<file path="src/rtl/ctr_pkg.sv">
package ctr_pkg;

  // Width of a per-slot byte count (holds the largest capacity itself)
  localparam int COUNT_W = 7;
  localparam int CHUNK_W = COUNT_W - 3;

  // Register indexes, taken from paddr[4:2]
  localparam logic [2:0] REG_SUB_COUNT = 3'd0;
  localparam logic [2:0] REG_SUB_ID0   = 3'd1;
  localparam logic [2:0] REG_SUB_ID1   = 3'd2;
  localparam logic [2:0] REG_SUB_ID2   = 3'd3;
  localparam logic [2:0] REG_SUB_ID3   = 3'd4;

  typedef enum logic [2:0] {
    ST_IDLE,
    ST_PLAN,
    ST_WR_LO,
    ST_WR_HI,
    ST_DLV_RD,
    ST_DLV_LD
  } state_t;

  typedef struct packed {
    logic [COUNT_W-1:0] count;
    logic               toggle;
    logic               started;
    logic               overflow;
  } slot_ctl_t;

endpackage

</file>
<file path="src/rtl/can_transfer_reassembler.sv">
// CAN multi-frame transfer reassembler.
// Input channel (in_valid/in_stall): one CAN frame per transfer, with can_id,
// frame_len and frame_data. Output channel (out_valid/out_stall): one
// 8-byte chunk per transfer; a completed message leaves as one to eight
// chunks, the last marked by last_chunk. Subscriptions are set through the
// APB port (count at 0x00, slot ids at 0x04..0x10); the user must do so only
// while the block is idle, which the block does not enforce. Slot control
// words and message bytes live in two memories with registered reads; each
// frame that passes the checks is a read, modify and write back of its slot.
// A frame is taken only in idle, then goes through the plan step and two
// word writes into the byte memory, done in turn for its single write port;
// a frame that ends a message adds a word read and an output load per chunk.
// Empty or unsubscribed frames are taken without leaving idle; frames that
// are out of sequence or carry the wrong toggle leave after the plan step.
// Reset clears the configuration, the slot control valid bits and the output
// valid bit; no clearing pass is needed. While out_stall is high the chunk
// held at the output stays put and delivery of further chunks waits.
module can_transfer_reassembler
  import ctr_pkg::*;
#(
  parameter int NUM_SLOTS         = 4,
  parameter int MAX_MESSAGE_BYTES = 64
) (
  input  logic        clk,
  input  logic        rst,
  // frame input
  input  logic        in_valid,
  output logic        in_stall,
  input  logic [28:0] can_id,
  input  logic [3:0]  frame_len,
  input  logic [63:0] frame_data,
  // chunk output
  output logic        out_valid,
  input  logic        out_stall,
  output logic [15:0] message_id,
  output logic [1:0]  slot_index,
  output logic [63:0] chunk_data,
  output logic [3:0]  chunk_bytes,
  output logic [6:0]  total_length,
  output logic        overflowed,
  output logic        last_chunk,
  // configuration
  input  logic        psel,
  input  logic        penable,
  input  logic        pwrite,
  input  logic [4:0]  paddr,
  input  logic [31:0] pwdata,
  output logic [31:0] prdata,
  output logic        pready
);

  localparam int SLOT_W = (NUM_SLOTS > 1) ? $clog2(NUM_SLOTS) : 1;
  localparam int WORDS  = (MAX_MESSAGE_BYTES + 7) / 8;
  localparam int WORD_W = (WORDS > 1) ? $clog2(WORDS) : 1;
  localparam logic [COUNT_W-1:0] MAX_COUNT = COUNT_W'(MAX_MESSAGE_BYTES);

  // configuration registers
  logic [2:0]  sub_count;
  logic [15:0] sub_id [4];
  logic        cfg_we;

  assign pready = 1'b1;
  assign cfg_we = psel && penable && pwrite && pready;

  always_ff @(posedge clk) begin
    if (rst) begin
      sub_count <= '0;
      for (int i = 0; i < 4; i++) sub_id[i] <= '0;
    end else if (cfg_we) begin
      unique case (paddr[4:2])
        REG_SUB_COUNT: sub_count <= pwdata[2:0];
        REG_SUB_ID0:   sub_id[0] <= pwdata[15:0];
        REG_SUB_ID1:   sub_id[1] <= pwdata[15:0];
        REG_SUB_ID2:   sub_id[2] <= pwdata[15:0];
        REG_SUB_ID3:   sub_id[3] <= pwdata[15:0];
        default: ;
      endcase
    end
  end

  always_comb begin
    unique case (paddr[4:2])
      REG_SUB_COUNT: prdata = {29'd0, sub_count};
      REG_SUB_ID0:   prdata = {16'd0, sub_id[0]};
      REG_SUB_ID1:   prdata = {16'd0, sub_id[1]};
      REG_SUB_ID2:   prdata = {16'd0, sub_id[2]};
      REG_SUB_ID3:   prdata = {16'd0, sub_id[3]};
      default:       prdata = '0;
    endcase
  end

  // state and frame registers
  state_t state, state_next;

  logic [15:0]        f_id;
  logic [SLOT_W-1:0]  f_slot;
  logic [3:0]         f_len;
  logic [63:0]        f_data;

  logic [127:0]       pl_data;
  logic [15:0]        pl_be;
  logic [CHUNK_W-1:0] pl_word;
  slot_ctl_t          pl_ctl;
  logic               pl_deliver;

  logic [CHUNK_W-1:0] chunk_k;

  // subscription match, lowest slot wins
  logic              hit_found;
  logic [SLOT_W-1:0] hit_slot;
  logic              in_accept;

  assign in_accept = in_valid && !in_stall;

  always_comb begin
    hit_found = 1'b0;
    hit_slot  = '0;
    for (int s = NUM_SLOTS - 1; s >= 0; s--) begin
      if (3'(s) < sub_count && sub_id[s] == can_id[23:8]) begin
        hit_found = 1'b1;
        hit_slot  = SLOT_W'(s);
      end
    end
  end

  // slot control memory, valid bits stand in for its reset
  slot_ctl_t                ctl_mem [1 << SLOT_W];
  logic [(1 << SLOT_W)-1:0] slot_valid;
  slot_ctl_t                ctl_rdata;
  logic                     ctl_rvalid;
  logic                     ctl_we;
  slot_ctl_t                ctl_wdata;

  always_ff @(posedge clk) begin
    if (ctl_we) ctl_mem[f_slot] <= ctl_wdata;
    ctl_rdata  <= ctl_mem[hit_slot];
    ctl_rvalid <= slot_valid[hit_slot];
  end

  always_ff @(posedge clk) begin
    if (rst) begin
      slot_valid <= '0;
    end else if (ctl_we) begin
      slot_valid[f_slot] <= 1'b1;
    end
  end

  // message byte memory, one 64-bit word per chunk with byte enables
  logic [63:0]              msg_mem [1 << (SLOT_W + WORD_W)];
  logic                     mem_we;
  logic [SLOT_W+WORD_W-1:0] mem_waddr;
  logic [63:0]              mem_wdata;
  logic [7:0]               mem_be;
  logic [SLOT_W+WORD_W-1:0] rd_addr;
  logic [63:0]              mem_rdata;

  always_ff @(posedge clk) begin
    if (mem_we) begin
      for (int b = 0; b < 8; b++) begin
        if (mem_be[b]) msg_mem[mem_waddr][8*b +: 8] <= mem_wdata[8*b +: 8];
      end
    end
    mem_rdata <= msg_mem[rd_addr];
  end

  assign rd_addr = {f_slot, chunk_k[WORD_W-1:0]};

  // frame decode and append plan
  slot_ctl_t          cur;
  logic [7:0]         tail;
  logic               t_st, t_en, t_tg;
  logic               plan_ok, plan_deliver, first_two, ovf_base;
  logic [COUNT_W-1:0] base, room, new_count;
  logic [2:0]         n_bytes, w_bytes;
  logic               ovf_new;
  logic [63:0]        payload;
  logic [127:0]       wide;
  logic [15:0]        be16;
  slot_ctl_t          new_ctl;

  always_comb begin
    cur          = ctl_rvalid ? ctl_rdata : '0;
    tail         = 8'(f_data >> {3'(f_len - 4'd1), 3'b000});
    t_st         = tail[7];
    t_en         = tail[6];
    t_tg         = tail[5];
    plan_ok      = 1'b0;
    plan_deliver = 1'b0;
    first_two    = 1'b0;
    ovf_base     = cur.overflow;
    base         = cur.count;
    n_bytes      = 3'(f_len - 4'd1);
    new_ctl      = cur;
    priority if (t_st && t_en && !t_tg) begin
      // single-frame message: restart the slot and deliver at once
      plan_ok      = 1'b1;
      plan_deliver = 1'b1;
      base         = '0;
      ovf_base     = 1'b0;
    end else if (t_tg != cur.toggle) begin
      plan_ok = 1'b0;
    end else if (!cur.started) begin
      if (t_st) begin
        plan_ok         = 1'b1;
        first_two       = 1'b1;
        n_bytes         = (f_len >= 4'd3) ? 3'(f_len - 4'd3) : 3'd0;
        new_ctl.started = 1'b1;
        new_ctl.toggle  = !cur.toggle;
      end
    end else if (!t_st) begin
      plan_ok      = 1'b1;
      plan_deliver = t_en;
      if (!t_en) new_ctl.toggle = !cur.toggle;
    end

    room      = MAX_COUNT - base;
    ovf_new   = ovf_base || ({4'd0, n_bytes} > room);
    w_bytes   = ({4'd0, n_bytes} > room) ? room[2:0] : n_bytes;
    new_count = base + COUNT_W'(w_bytes);
    payload   = first_two ? (f_data >> 16) : f_data;
    wide      = {64'd0, payload} << {base[2:0], 3'b000};
    be16      = ((16'd1 << w_bytes) - 16'd1) << base[2:0];
    new_ctl.count    = new_count;
    new_ctl.overflow = ovf_new;
  end

  // chunk assembly
  logic [COUNT_W-1:0] rem;
  logic [3:0]         nb;
  logic               last;
  logic [63:0]        masked;
  logic               out_free;
  logic               chunk_load;

  assign out_free = !out_valid || !out_stall;

  always_comb begin
    rem  = pl_ctl.count - {chunk_k, 3'b000};
    nb   = (rem > COUNT_W'(8)) ? 4'd8 : rem[3:0];
    last = (rem <= COUNT_W'(8));
    for (int b = 0; b < 8; b++) begin
      masked[8*b +: 8] = (4'(b) < nb) ? mem_rdata[8*b +: 8] : 8'd0;
    end
  end

  // next state
  always_comb begin
    state_next = state;
    unique case (state)
      ST_IDLE: begin
        if (in_accept && frame_len != 4'd0 && hit_found) state_next = ST_PLAN;
      end
      ST_PLAN:   state_next = plan_ok ? ST_WR_LO : ST_IDLE;
      ST_WR_LO:  state_next = ST_WR_HI;
      ST_WR_HI:  state_next = pl_deliver ? ST_DLV_RD : ST_IDLE;
      ST_DLV_RD: state_next = ST_DLV_LD;
      ST_DLV_LD: begin
        if (out_free) state_next = last ? ST_IDLE : ST_DLV_RD;
      end
      default:   state_next = ST_IDLE;
    endcase
  end

  // control outputs
  always_comb begin
    in_stall   = 1'b1;
    mem_we     = 1'b0;
    mem_waddr  = {f_slot, pl_word[WORD_W-1:0]};
    mem_wdata  = pl_data[63:0];
    mem_be     = pl_be[7:0];
    ctl_we     = 1'b0;
    ctl_wdata  = pl_ctl;
    chunk_load = 1'b0;
    unique case (state)
      ST_IDLE:  in_stall = 1'b0;
      ST_PLAN:  ;
      ST_WR_LO: mem_we = 1'b1;
      ST_WR_HI: begin
        mem_we    = 1'b1;
        mem_waddr = {f_slot, WORD_W'(pl_word[WORD_W-1:0] + WORD_W'(1))};
        mem_wdata = pl_data[127:64];
        mem_be    = pl_be[15:8];
        ctl_we    = !pl_deliver;
      end
      ST_DLV_RD: ;
      ST_DLV_LD: begin
        chunk_load = out_free;
        // clear the slot once the final chunk goes out
        ctl_we     = out_free && last;
        ctl_wdata  = '0;
      end
      default: ;
    endcase
  end

  always_ff @(posedge clk) begin
    if (rst) state <= ST_IDLE;
    else     state <= state_next;
  end

  always_ff @(posedge clk) begin
    if (state == ST_IDLE && in_accept) begin
      f_id   <= can_id[23:8];
      f_slot <= hit_slot;
      f_len  <= (frame_len > 4'd8) ? 4'd8 : frame_len;
      f_data <= frame_data;
    end
    if (state == ST_PLAN) begin
      pl_data    <= wide;
      pl_be      <= be16;
      pl_word    <= base[COUNT_W-1:3];
      pl_ctl     <= new_ctl;
      pl_deliver <= plan_deliver;
    end
    if (state == ST_PLAN)  chunk_k <= '0;
    else if (chunk_load)   chunk_k <= chunk_k + CHUNK_W'(1);
  end

  // output register
  always_ff @(posedge clk) begin
    if (rst) begin
      out_valid <= 1'b0;
    end else if (chunk_load) begin
      out_valid <= 1'b1;
    end else if (!out_stall) begin
      out_valid <= 1'b0;
    end
  end

  always_ff @(posedge clk) begin
    if (chunk_load) begin
      message_id   <= f_id;
      slot_index   <= 2'(f_slot);
      chunk_data   <= masked;
      chunk_bytes  <= nb;
      total_length <= pl_ctl.count;
      overflowed   <= pl_ctl.overflow;
      last_chunk   <= last;
    end
  end

  // never overwrite a chunk the receiver is stalling on
  a_no_overwrite: assert property (@(posedge clk) disable iff (rst)
    chunk_load |-> !(out_valid && out_stall))
    else $error("chunk loaded over a stalled transfer");

  a_last_ends: assert property (@(posedge clk) disable iff (rst)
    (chunk_load && last) |=> state == ST_IDLE)
    else $error("delivery did not end after the final chunk");

  a_write_pair: assert property (@(posedge clk) disable iff (rst)
    state == ST_WR_HI |-> $past(state) == ST_WR_LO)
    else $error("upper word write without lower word write");

endmodule

</file>
<file path="config.mk">
export PLATFORM = sky130hd
export DESIGN_NAME = can_transfer_reassembler
export DESIGN_NICKNAME = d
export VERILOG_FILES = /design/src/rtl/ctr_pkg.sv /design/src/rtl/can_transfer_reassembler.sv
export SDC_FILE = /design/constraint.sdc
export NUM_CORES = 2
export LEC_CHECK = 0
export BUFFER_PORTS_ARGS = -buffer_cell sky130_fd_sc_hd__buf_2
export CAP_MARGIN = 30
export CORE_MARGIN = 1
export CORE_UTILIZATION = 47
export CTS_CLUSTER_DIAMETER = 40
export CTS_CLUSTER_SIZE = 20
export DETAILED_ROUTE_END_ITERATION = 12
export SLEW_MARGIN = 20
export SYNTH_ARGS = -nofsm -noshare
export SYNTH_HDL_FRONTEND = slang
export SYNTH_SLANG_ARGS = --single-unit
</file>
<file path="constraint.sdc">
create_clock -name clk -period 12.6 [get_ports clk]
set_input_delay 2.52 -clock clk [delete_from_list [all_inputs] [get_ports clk]]
set_output_delay 2.52 -clock clk [all_outputs]
set_load 0.1 [all_outputs]
</file>
; Word-level counts from Yosys, hierarchy flattened
; Memories as Yosys holds them, arrays and structs flattened. A register that Yosys moved wholly into a read port is not among the register bits.
; Cells that the tools add are included.
[word_totals]
regBits = 355
mem_bits_rw = 2152
input_bits = 141
word_cells = 222
memories = 3
[memory_table]
columns = name, depth, width, rd, rd_ports_with_merged_regs, wr, line_no
row1 = msg_mem, 32, 64, 1, 1, 1, can_transfer_reassembler.sv:149  ; logic [63:0] msg_mem [1 << (SLOT_W + WORD_W)];
row2 = sub_id, 4, 16, 4, 0, 4, can_transfer_reassembler.sv:59  ; logic [15:0] sub_id [4];
row3 = ctl_mem, 4, 10, 1, 1, 1, can_transfer_reassembler.sv:127  ; slot_ctl_t ctl_mem [1 << SLOT_W];
[op_classes]
addsub = 8
magnitude_cmp = 20
n_eq_ne = 17
n_shift = 4
mux = 106
bitwise = 5
reduce_logical = 27
[op_table]
columns = operator, count
row1 = 64-bit 2-to-1 mux, 2
row2 = 64-bit by 6-bit left shift with 128-bit output, 1
row3 = 16-bit one-hot mux with 5 select lines, 1
row4 = 1-bit 2-to-1 mux, 71
row5 = 16-bit equality test, 4
row6 = 16-bit 2-to-1 mux, 4
row7 = 64-bit by 6-bit right shift with 8-bit output, 1
row8 = 3-bit 2-to-1 mux, 11
row9 = 10-bit 2-to-1 mux, 2
row10 = 3-bit one-hot mux with 6 select lines, 1
row11 = 3-bit by 4-bit < comparator with 1-bit output (first input constant), 4
row12 = 2-bit 2-to-1 mux, 8
row13 = 1-bit by 3-bit left shift with 16-bit output (first input constant), 1
row14 = 16-bit by 3-bit left shift with 16-bit output, 1
row15 = 16-bit by 1-bit subtractor with 16-bit output (second input constant), 1
row16 = 1-bit logical AND, 14
row17 = 3-bit by 2-bit equality test with 1-bit output (second input constant), 4
row18 = 3-bit equality test (second input constant), 3
row19 = 1-bit by 4-bit < comparator with 1-bit output (first input constant), 2
row20 = 2-bit by 4-bit < comparator with 1-bit output (first input constant), 2
row21 = 8-bit 2-to-1 mux, 1
row22 = 7-bit by 3-bit adder with 7-bit output, 1
row23 = 3-bit by 7-bit greater-than comparator with 1-bit output, 1
row24 = 7-bit by 4-bit greater-than comparator with 1-bit output (second input constant), 1
row25 = 30 further kinds, 45

; Logic depth before layout (Yosys ltp)
[depth]
depth_word = 11
ltp_mapped = 30

; Worst setup path after synthesis
; OpenSTA, ideal clock, no wires.
[synth_timing]
path_kind = input -> register
from = in out_stall
to = mem ctl_mem[0][0] in the netlist's numbering, enable pin
setup_ns = 0.380
t_arrival_ns = 8.763
required_ns = 12.220
path_slack_ns = 3.457
path_stages = 3
cell_sequence = a21oi_1 a21oi_1 nor2_1
[synth_between]
elab_chain_len = 6
[synth_lines]
columns = element, line_no
row1 = from (decl), can_transfer_reassembler.sv:34  ; input logic out_stall,
row2 = 1-bit zero test, n/a
row3 = 1-bit logical OR, can_transfer_reassembler.sv:235  ; assign out_free = !out_valid || !out_stall;
row4 = 1-bit logical AND, can_transfer_reassembler.sv:289  ; ctl_we = out_free && last;
row5 = 1-bit one-hot mux with 2 select lines, can_transfer_reassembler.sv:274  ; unique case (state)
row6 = 1-bit 2-to-1 mux, can_transfer_reassembler.sv:135  ; if (ctl_we) ctl_mem[f_slot] <= ctl_wdata;
row7 = 1-bit 2-to-1 mux (not written as such), can_transfer_reassembler.sv:135
row8 = to (decl), can_transfer_reassembler.sv:127
; Every way passes these cells.

; Final worst setup path
[layout_timing]
from = reg f_len[0]
to = reg pl_be[7], data pin
[layout_between]
elab_chain_len = 11
elab_cells_between_ends = 20
[layout_lines]
columns = element, line_no
row1 = from (decl), can_transfer_reassembler.sv:97  ; logic [3:0] f_len;
row2 = from (signal assigned), can_transfer_reassembler.sv:305  ; f_len <= (frame_len > 4'd8) ? 4'd8 : frame_len;
row3 = "3-bit by 1-bit subtractor with 3-bit output, or another cell as far along", "can_transfer_reassembler.sv:183, can_transfer_reassembler.sv:192"
row4 = 64-bit by 6-bit right shift with 8-bit output or 3-bit 2-to-1 mux (tied branches), "can_transfer_reassembler.sv:183, can_transfer_reassembler.sv:206"
row5 = "1-bit logical AND, or another cell as far along", can_transfer_reassembler.sv:194  ; priority if (t_st && t_en && !t_tg) begin
row6 = 1-bit logical AND or 3-bit 2-to-1 mux (tied branches), "can_transfer_reassembler.sv:194, can_transfer_reassembler.sv:202"
row7 = 7-bit 2-to-1 mux or 3-bit 2-to-1 mux (tied branches), "can_transfer_reassembler.sv:194, can_transfer_reassembler.sv:200"
row8 = 7-bit subtractor or 3-bit 2-to-1 mux (tied branches), "can_transfer_reassembler.sv:216, can_transfer_reassembler.sv:194"
row9 = 3-bit by 7-bit greater-than comparator with 1-bit output, can_transfer_reassembler.sv:218  ; w_bytes = ({4'd0, n_bytes} > room) ? room[2:0] : n_bytes;
row10 = 3-bit 2-to-1 mux, can_transfer_reassembler.sv:218
row11 = 1-bit by 3-bit left shift with 16-bit output, can_transfer_reassembler.sv:222  ; be16 = ((16'd1 << w_bytes) - 16'd1) << base[2:0];
row12 = 16-bit by 1-bit subtractor with 16-bit output, can_transfer_reassembler.sv:222
row13 = 16-bit by 3-bit left shift with 16-bit output *, can_transfer_reassembler.sv:222
row14 = named net be16[7], can_transfer_reassembler.sv:178  ; logic [15:0] be16;
row15 = to (signal assigned), can_transfer_reassembler.sv:310  ; pl_be <= be16;
row16 = to (decl), can_transfer_reassembler.sv:101  ; logic [15:0] pl_be;
; The timed path passes the listed nets; every way through them passes the cells marked *.
; A chain may end at the register's enable or synchronous reset.

==> flow_summary_export.csv <==
group,metric,value,unit
synth,synth_ff_type,"edfxtp_1",
setup_path,crit_path_start_kind,"flip-flop",
finish,stdcell_count,8896,
global_routing,grt-ovfl-total,0,
place,io_buffer_count,222,
clock_tree,clock-sinks,2573,
clock_tree,hold_buffers,0,
drt,drt-initial-drc-count,5279,
place,placed_area,107000,um2
drt,drc,0,
place,hpwl,163,mm
clock_tree,cts-htree-levels,5,
finish,multi_input_area,24800,um2
synth,yosys_warnings,0,
timing,setup-violations-final,0,
hold_path,hold_path_class,"flip-flop to flip-flop",
setup_path,critical_path_class,"flip-flop to flip-flop",
synth,synth_edf_count,2483,
global_routing,grt.total_usage,23.5,%
synth,synth-seq-cells,2573,
finish,final_cell_mix,"2483 x edfxtp_1, 609 x mux4_2, 378 x clkbuf_16, 368 x nor2_1, 321 x nand2_1",
setup_path,required,13.38,ns
floorplanning,start_util,47.5,%
finish,final_area,120000,um2
clock_tree,cts_tree,"yes",
setup_path,cp.arrival,8.83,ns
clock_tree,cts_buffers,372,
floorplanning,die-area,219000,um2
synth,syn_area_per_cell,19.5,um2
power,p_sw_share,23.9,%
finish,finalNetCount,5913,
finish,drive_gt1_share,29.3,%
floorplanning,core-area,215000,um2
flow_run,cap_violations,0,
floorplanning,die_y,468,um
clock_tree,cts.path.max_buffers,4,
power,p_clk_share,46.5,%
finish,area_growth,17.5,%
timing,final_hold_viol_count,0,
setup_path,worstPathMaxFanout,19,
power,intPower,0.0169,W
synth,synth-async-reset-ratio,0,%
finish,register_area,76400,um2
power,p_switching,0.00530,W
timing,clock_skew,0.0758,ns
global_routing,grt_max_degree,152,
place,gp_congestion,0.874,
power,finalPower,0.0221,W
finish,nFillCells,16200,
timing,tightest_slew,1.13,ns
place,post-place-cells,8194,
synth,ys_types,72,
timing,setup_tns,0,ns
drt,drtPass1Iterations,5,
clock_tree,postCtsSetupBuffers,0,
outcome,status,"finished clean",
clock_tree,cts_resized,0,
power,p_leak,39.5,nW
floorplanning,num_rows,170,
power,combPwrFrac,10.7,%
power,power.sequential.fraction,42.8,%
timing,final.min_clock_period,8.05,ns
timing,holdWs,0.416,ns
drt,final_antenna_net_count,0,
timing,grt_setup_unrepaired,"false",
drt,routed_wl,257,mm
global_routing,antenna_found_initial,8,
floorplanning,dieWidth,468,um
timing,report.final.slew_viol_count,0,
floorplanning,ioPinCount,271,
power,powerDensity,184,nW/um2
clock_tree,clock_latency,0.97,ns
global_routing,grt_pass1_vias,52000,
clock_tree,cts-root-buf,"clkbuf_16",
synth,yosysSeqAreaShare,74.7,%
synth,synthCells,5250,
setup_path,endpoint_kind,"flip-flop",
drt,route.vias.total,52200,
clock_tree,path_clk_slew,0.06,ns
global_routing,grt_pass1_wl,370,mm
timing,fmaxAchievable,124,MHz
finish,layout_commonest_cell,"edfxtp_1",
drt,routed_via_density,5.87,
power,ir_drop,154,uV
synth,synth_area,102000,um2
timing,period_share,63.9,%
timing,maxSlewHeadroom,24.8,%
drt,post_drt_wl_per_cell,28.9,um
final cells by class:
cell class                 instances  share of cell area (%)
sequential                      2573                    63.6
multi-input combinational       2371                    20.6
antenna                            6                  0.0125
clock buffer                     404                    7.97
clock inverter                   268                    2.41
timing repair buffer             411                    2.40
tap                             2838                    2.95
inverter                          25                  0.0823
per-layer routing:
layer / up-vias / track usage (%) / share of wire [%]
met4: 2 / 6.66 / 2.4
met1: 27400 / 33.9 / 42
met5: - / 0 / 0.0039
li1: 22300 / - / -
met3: 377 / 4.83 / 7.9
met2: 2172 / 36.5 / 47
power groups by stage:
stage / Sequential [W] / Clock (W) / Combinational, W
3_3_place_gp: 0.00966 / 0 / 0.00239
4_1_cts: 0.00948 / 0.0104 / 0.00241
3_5_place_dp: 0.00966 / 0 / 0.00240
6_report: 0.00948 / 0.0103 / 0.00237
5_1_grt: 0.00949 / 0.0108 / 0.00253
2_1_floorplan: 0.00960 / 0 / 0.00180
Yosys cell counts (all sizes together), types with 15 or more instances:
master / count / area, um2
a21oi: 63 / 315
nor2: 372 / 1400
nand2: 330 / 1240
o22ai: 55 / 344
xor2: 43 / 384
nand3: 25 / 125
inv: 25 / 93.8
and2: 132 / 826
dfxtp: 90 / 1800
or2: 22 / 138
o21ai: 52 / 264
mux2: 70 / 788
ha: 17 / 213
a22o: 16 / 140
and3: 39 / 244
xnor2: 38 / 333
mux2i: 242 / 2420
a22oi: 15 / 113
mux4: 611 / 13800
buf: 109 / 509
nor3: 28 / 140
nor2b: 37 / 231
edfxtp: 2483 / 74600
clkbuf: 187 / 702
worst paths after layout:
check,cells after the start,slack [ns],startpoint,to
min,0,0.42,f_id[6],message_id[6]
min reg2reg,0,0.42,f_id[6],message_id[6]
max reg2reg,23,4.55,f_len[0],pl_be[7]
max,23,4.55,f_len[0],pl_be[7]
through the flow:
| step | worst slack [ns] | util [%] |
|---|---|---|
| 3_3_place_gp | 4.85 | 49.6 |
| 5_1_grt | 4.07 | 55.8 |
| 2_1_floorplan | 3.46 | - |
| 6_report | 4.55 | 55.8 |
| 4_1_cts | 4.71 | 55.6 |
| 3_5_place_dp | 4.72 | 49.8 |
state kept, by name, summed over array words and instances, names as in the netlist, 7 cells and up:
name,count
msg_mem,2048
pl_data,120
chunk_data,64
f_data,64
mem_rdata,64
sub_id,64
ctl_mem,40
f_id,16
message_id,16
pl_be,16
ctl_rdata,10
pl_ctl,10
total_length,7
cells by family (layout without fill, tap and decap cells):
| kind of cell | Yosys count | in the layout | share of synthesized area [%] |
|---|---|---|---|
| adder cells (fa/ha/maj) | 19 | 19 | 0.237 |
| XOR/XNOR | 81 | 81 | 0.701 |
| multiplexers | 923 | 923 | 16.6 |
| other | 2 | 23 | 0.00734 |
| buffers and inverters | 321 | 1108 | 1.28 |
| flip-flops | 2573 | 2573 | 74.7 |
| AO/OA/AOI/OAI | 282 | 282 | 1.82 |
| AND/OR/NAND/NOR | 1049 | 1049 | 4.67 |
worst max-delay path, stage by stage, from the launching register on:
cell and delay [ns]:
edfxtp_1 0.71, inv_1 0.21, ha_1 0.78, mux4_2 0.45
nand2_1 0.11, and2_1 0.41, nor2_1 0.17, nor2_1 0.49
nand2_1 0.12, ha_1 0.33, nor2b_1 0.13, o21a_1 0.18
o2111ai_1 0.30, a21oi_1 0.17, o31ai_2 0.81, nor2_1 0.33
nand2_1 0.15, ha_1 0.52, inv_1 0.20, or4_1 0.57
o211ai_1 0.14, a221oi_2 0.12, a211o_1 0.30, a22oi_1 0.17
Note: power is estimated with default switching activity, not from simulation.
